===== src/sv/lfpd_pkg.sv =====
// shared types, constants and micro-op codes of the line follower drive
`default_nettype none
package lfpd_pkg;

    localparam int E_W   = 5;
    localparam int D_W   = 6;
    localparam int ACC_W = 22;
    localparam int G_W   = 29;
    localparam int PC_W  = 5;
    localparam int OP_W  = 4;
    localparam int CND_W = 3;
    localparam int HOLD_W = 10;
    localparam int CNT_W = 5;

    localparam logic signed [E_W-1:0] E_CENTER = 5'sd0;
    localparam logic signed [E_W-1:0] E_LEFT   = 5'sd10;
    localparam logic signed [E_W-1:0] E_RIGHT  = -5'sd10;
    localparam logic signed [E_W-1:0] E_LOST_L = 5'sd12;
    localparam logic signed [E_W-1:0] E_LOST_R = -5'sd12;

    localparam logic [CNT_W-1:0] SLOPE_STEPS = 5'd12;

    // ceil(2^32 / 10), exact floor division by ten for values below 2^30
    localparam logic [28:0] SPD_RECIP = 29'd429496730;

    // micro-ops
    localparam logic [OP_W-1:0] OP_NOP        = 4'd0;
    localparam logic [OP_W-1:0] OP_LOAD       = 4'd1;
    localparam logic [OP_W-1:0] OP_IMUL       = 4'd2;
    localparam logic [OP_W-1:0] OP_IADD       = 4'd3;
    localparam logic [OP_W-1:0] OP_ICLAMP     = 4'd4;
    localparam logic [OP_W-1:0] OP_PMUL       = 4'd5;
    localparam logic [OP_W-1:0] OP_GLOAD      = 4'd6;
    localparam logic [OP_W-1:0] OP_SDIV_INIT  = 4'd7;
    localparam logic [OP_W-1:0] OP_DIV_STEP   = 4'd8;
    localparam logic [OP_W-1:0] OP_DMUL       = 4'd9;
    localparam logic [OP_W-1:0] OP_DSCALE     = 4'd10;
    localparam logic [OP_W-1:0] OP_GADD       = 4'd11;
    localparam logic [OP_W-1:0] OP_SPEED      = 4'd12;
    localparam logic [OP_W-1:0] OP_MAG        = 4'd13;
    localparam logic [OP_W-1:0] OP_EMIT_DRIVE = 4'd14;
    localparam logic [OP_W-1:0] OP_EMIT_STOP  = 4'd15;

    // jump conditions
    localparam logic [CND_W-1:0] C_NEVER      = 3'd0;
    localparam logic [CND_W-1:0] C_ALWAYS     = 3'd1;
    localparam logic [CND_W-1:0] C_NO_REQ     = 3'd2;
    localparam logic [CND_W-1:0] C_SLOPE_ZERO = 3'd3;
    localparam logic [CND_W-1:0] C_DIV_MORE   = 3'd4;
    localparam logic [CND_W-1:0] C_OUT_BUSY   = 3'd5;
    localparam logic [CND_W-1:0] C_NO_PIVOT   = 3'd6;

    // configuration register indexes
    localparam logic [2:0] R_PROP_GAIN     = 3'd0;
    localparam logic [2:0] R_INTEG_GAIN    = 3'd1;
    localparam logic [2:0] R_DERIV_GAIN    = 3'd2;
    localparam logic [2:0] R_INTEG_LIMIT   = 3'd3;
    localparam logic [2:0] R_BASE_DRIVE    = 3'd4;
    localparam logic [2:0] R_SINGLE_DRIVE  = 3'd5;
    localparam logic [2:0] R_DUTY_OFFSET   = 3'd6;
    localparam logic [2:0] R_PIVOT_HOLD_MS = 3'd7;

    typedef struct packed {
        logic [OP_W-1:0]  op;
        logic [CND_W-1:0] cond;
        logic [PC_W-1:0]  target;
    } ctl_t;

    typedef struct packed {
        logic no_req;
        logic slope_zero;
        logic div_more;
        logic out_busy;
        logic no_pivot;
    } stat_t;

    typedef struct packed {
        logic [11:0]       prop_gain;
        logic [11:0]       integ_gain;
        logic [11:0]       deriv_gain;
        logic [15:0]       integ_limit;
        logic [11:0]       base_drive;
        logic [11:0]       single_drive;
        logic [11:0]       duty_offset;
        logic [HOLD_W-1:0] pivot_hold_ms;
    } cfg_t;

    localparam cfg_t CFG_RESET = '{
        prop_gain:     12'd300,
        integ_gain:    12'd0,
        deriv_gain:    12'd170,
        integ_limit:   16'd1000,
        base_drive:    12'd1260,
        single_drive:  12'd1425,
        duty_offset:   12'd1250,
        pivot_hold_ms: 10'd150
    };

endpackage
`default_nettype wire


===== src/sv/lfpd_seq.sv =====
// microcode sequencer: step counter, control store and conditional jumps
`default_nettype none
module lfpd_seq
    import lfpd_pkg::*;
(
    input  wire logic  clk,
    input  wire logic  rst_n,
    input  wire stat_t stat,
    output ctl_t       ctl
);

    localparam logic [PC_W-1:0] P_WAIT      = 5'd0;
    localparam logic [PC_W-1:0] P_SDIV_LOOP = 5'd8;
    localparam logic [PC_W-1:0] P_SPEED     = 5'd12;
    localparam logic [PC_W-1:0] P_EMIT      = 5'd14;
    localparam logic [PC_W-1:0] P_STOP      = 5'd16;

    logic [PC_W-1:0] pc_reg;
    logic [PC_W-1:0] pc_next;
    logic            take;

    // control store
    always_comb
    begin
        case (pc_reg)
            5'd0:    ctl = '{OP_LOAD,       C_NO_REQ,     P_WAIT};
            5'd1:    ctl = '{OP_IMUL,       C_NEVER,      P_WAIT};
            5'd2:    ctl = '{OP_IADD,       C_NEVER,      P_WAIT};
            5'd3:    ctl = '{OP_ICLAMP,     C_NEVER,      P_WAIT};
            5'd4:    ctl = '{OP_PMUL,       C_NEVER,      P_WAIT};
            5'd5:    ctl = '{OP_GLOAD,      C_NEVER,      P_WAIT};
            5'd6:    ctl = '{OP_NOP,        C_SLOPE_ZERO, P_SPEED};
            5'd7:    ctl = '{OP_SDIV_INIT,  C_NEVER,      P_WAIT};
            5'd8:    ctl = '{OP_DIV_STEP,   C_DIV_MORE,   P_SDIV_LOOP};
            5'd9:    ctl = '{OP_DMUL,       C_NEVER,      P_WAIT};
            5'd10:   ctl = '{OP_DSCALE,     C_NEVER,      P_WAIT};
            5'd11:   ctl = '{OP_GADD,       C_NEVER,      P_WAIT};
            5'd12:   ctl = '{OP_SPEED,      C_NEVER,      P_WAIT};
            5'd13:   ctl = '{OP_MAG,        C_NEVER,      P_WAIT};
            5'd14:   ctl = '{OP_EMIT_DRIVE, C_OUT_BUSY,   P_EMIT};
            5'd15:   ctl = '{OP_NOP,        C_NO_PIVOT,   P_WAIT};
            5'd16:   ctl = '{OP_EMIT_STOP,  C_OUT_BUSY,   P_STOP};
            5'd17:   ctl = '{OP_NOP,        C_ALWAYS,     P_WAIT};
            default: ctl = '{OP_NOP,        C_ALWAYS,     P_WAIT};
        endcase
    end

    always_comb
    begin
        case (ctl.cond)
            C_NEVER:      take = 1'b0;
            C_ALWAYS:     take = 1'b1;
            C_NO_REQ:     take = stat.no_req;
            C_SLOPE_ZERO: take = stat.slope_zero;
            C_DIV_MORE:   take = stat.div_more;
            C_OUT_BUSY:   take = stat.out_busy;
            C_NO_PIVOT:   take = stat.no_pivot;
            default:      take = 1'b1;
        endcase
        pc_next = take ? ctl.target : pc_reg + 5'd1;
    end

    always_ff @(posedge clk or negedge rst_n)
    begin
        if (!rst_n)
        begin
            pc_reg <= P_WAIT;
        end
        else
        begin
            pc_reg <= pc_next;
        end
    end

endmodule
`default_nettype wire


===== config.mk =====
export PLATFORM = sky130hd
export DESIGN_NAME = lfpd_seq
export DESIGN_NICKNAME = d
export VERILOG_FILES = /design/src/sv/lfpd_pkg.sv /design/src/sv/lfpd_seq.sv
export SDC_FILE = /design/constraint.sdc
export NUM_CORES = 1
export LEC_CHECK = 0
export ABC_AREA = 1
export BUFFER_PORTS_ARGS = -buffer_cell sky130_fd_sc_hd__buf_4
export CORE_AREA = 2 2 44 46
export DETAILED_ROUTE_END_ITERATION = 12
export DIE_AREA = 0 0 46 48
export GPL_ROUTABILITY_DRIVEN = 0
export GPL_TIMING_DRIVEN = 0
export PLACE_DENSITY_LB_ADDON = 0.12
export SLEW_MARGIN = 0
export SYNTH_ARGS = -nofsm -noshare
export SYNTH_HDL_FRONTEND = slang
export SYNTH_SLANG_ARGS = --single-unit

===== constraint.sdc =====
create_clock -name clk -period 1.8 [get_ports clk]
set_input_delay 0 -clock clk [delete_from_list [all_inputs] [get_ports clk]]
set_output_delay 0 -clock clk [all_outputs]
set_load 0.05 [all_outputs]

==> flow_metrics.py <==
metrics = {
    "status": {
        "status": "completed",
    },
    "routing": {
        "drt_iter0_markers": 5,
        "wl_per_cell_microns": 12.7,
        "wl_microns": 1700,
        "vias": 723,
        "route.detailed.drc": 0,
        "via_per_inst": 5.40,
        "detail-route-antenna-nets": 0,
        "drt-pass1-iter-count": 4,
    },
    "setup_path": {
        "startpoint_type": "flop",
        "r2r_cells": 11,
        "end_kind": "flop",
        "crit_required_ps": 1930,
        "cp.arrival_ps": 1830,
        "crit_type": "flop to flop",
        "path_max_fanout": 6,
    },
    "clocking": {
        "htree_levels": 1,
        "cts_buffers": 3,
        "clock_path_buffers": 2,
        "clock-sinks": 5,
        "cts-root-buf": "clkbuf_4",
        "clkLatencyLatePin_ps": 240,
        "clkTransAtPathRegs_ps": 50,
        "cts_tree": "yes",
    },
    "floorplan": {
        "core-area_sq_um": 1690,
        "dieHeight_microns": 48,
        "dieArea_sq_um": 2210,
        "pin_count": 19,
        "die_w_microns": 46,
        "initial_core_util": 0.426,
        "rows": 15,
    },
    "cells_and_area": {
        "multi_input_area_sq_um": 561,
        "seq_area_sq_um": 128,
        "drive_above_1_share": 0.496,
        "stdcell_count": 134,
        "nNetsFinal": 131,
        "area_growth_pct": 34.1,
        "fillers": 162,
        "largest_register_ffs": 5,
        "postLayoutCellArea_sq_um": 965,
        "antenna_cells_inserted": 0,
    },
    "sta": {
        "rsz0062_at_grt": "false",
        "min_period_over_period": 0.947,
        "fin_worst_skew_ps": 2.96,
        "setup_viol": 0,
        "min_period_ps": 1710,
        "hold_viol": 0,
        "setup_tns_ps": 0,
        "slew_violations": 0,
        "fmax_mhz": 586,
    },
    "yosys": {
        "synth-compound-area-share": 0.0974,
        "ys_types": 29,
        "synth-seq-cells": 5,
        "synth_xor_area_frac": 0.0243,
        "synth_fa_ha_area_frac": 0.104,
        "synth_nets": 107,
        "synth_top_family_by_area": "simple AND/OR/NAND/NOR gates",
        "ys_warn_count": 0,
        "yosysSeqAreaShare": 0.174,
        "synth.cell_area_sq_um": 719,
        "synthMuxAreaShare": 0,
        "avgSynthCellArea_sq_um": 7.65,
        "syn_inst": 94,
        "synthSimpleGateAreaFrac": 0.483,
    },
    "grt": {
        "grt_use_total": 0.176,
        "grt_max_degree": 11,
        "antenna_found_initial": 0,
        "grt_pass1_wl_microns": 2750,
        "overflow": 0,
        "grt_pass1_vias": 679,
    },
    "placed_design": {
        "portBuffers": 17,
        "placedCellCount": 128,
        "hpwl_microns": 1340,
        "placed_area_sq_um": 920,
    },
    "hold_path": {
        "hold_path.class": "input port to async pin",
    },
    "job": {
        "drv_cap": 0,
    },
}
-- worst max-delay path, stage by stage, from the launching register on --
cell and delay, ps:
dfrtp_2 430, ha_2 200, ha_1 140, inv_1 50
a21oi_2 190, nand2_2 120, nand2_1 120, nand2_4 60
nand2_4 90, nand3_4 80, nand2_1 60, nand2_1 60
-- cells in the mapped netlist, drive strengths merged --
master	number	share of area
o32ai	1	0.012
a31oi	1	0.0087
o22ai	1	0.0087
ha	6	0.10
o211ai	2	0.021
nor3	1	0.0069
xor2	2	0.024
buf	3	0.037
inv	13	0.075
o21ai	2	0.014
nand3b	1	0.010
a21oi	4	0.033
nand4	3	0.026
nand3	9	0.11
dfrtp	5	0.17
nor2	8	0.059
conb	1	0.0052
nand2	31	0.27
-- final cells by class --
cell class                      instances  share of cell area
Buffer                                  3              0.0272
Clock buffer                            4              0.0272
Inverter                               13              0.0597
Multi-Input combinational cell         73               0.581
Sequential cell                         5               0.132
Tap cell                               17              0.0220
Timing Repair Buffer                   19               0.150
-- path summary, 6_finish.rpt --
path / slack (ps) / end / startpoint
worst min register to register: 530 / pc_reg[0] / pc_reg[0]
worst max-delay path: 90 / pc_reg[2] / pc_reg[0]
worst max register to register: 90 / pc_reg[2] / pc_reg[0]
min in group clk: 110 / pc_reg[0] / stat[3]
worst min-delay path: 100 / pc_reg[4] / rst_n
max in group asynchronous: 1580 / pc_reg[1] / rst_n
-- routing by layer --
metal,track usage,vias up,share of wire
met4,0.0914,0,0.012
met1,0.198,338,0.44
met5,0,-,0
met2,0.314,28,0.50
li1,-,353,-
met3,0.0340,4,0.044
-- logic make-up (layout without fill, tap and decap cells) --
group / after synthesis / after routing
adders and majority gates: 6 / 6
xor gates and xnor gates: 2 / 2
DFF: 5 / 5
and+or+nand+nor: 53 / 53
buffers and inverters: 16 / 39
other: 1 / 1
AOI/OAI and AO/OA: 11 / 11
-- cell usage in the layout, fill, tap and decap left out, types with 2 or more instances in the layout --
cell / count
a21oi_1: 3
buf_4: 20
clkbuf_4: 3
dfrtp_1: 3
dfrtp_2: 2
ha_1: 3
ha_4: 2
inv_1: 5
inv_2: 5
inv_4: 2
nand2_1: 21
nand2_2: 3
nand2_4: 5
nand2_8: 2
nand3_1: 5
nand3_4: 3
nand4_1: 3
nor2_1: 3
nor2_2: 4
o211ai_1: 2
o21ai_0: 2
xor2_1: 2
-- stage by stage --
stage	util	hold slack (ps)	setup WS [ps]
after floorplan	-	-296	13.0
after global placement	0.544	-200	67.4
after detailed placement	0.544	-192	38.2
after CTS	0.566	87.3	24.8
after global routing	0.571	92.5	16.3
final	0.571	96.9	94.8
-- what timing repair did --
item                       CTS  global route
hold buffers                 1             0
setup buffers                0             1
setup endpoints to repair    0             7
gates resized for setup      0             1
hold endpoints to repair     5             0
Power is not shown: default switching activity piles up to over one toggle a cycle in this logic, so the estimate is an artifact.
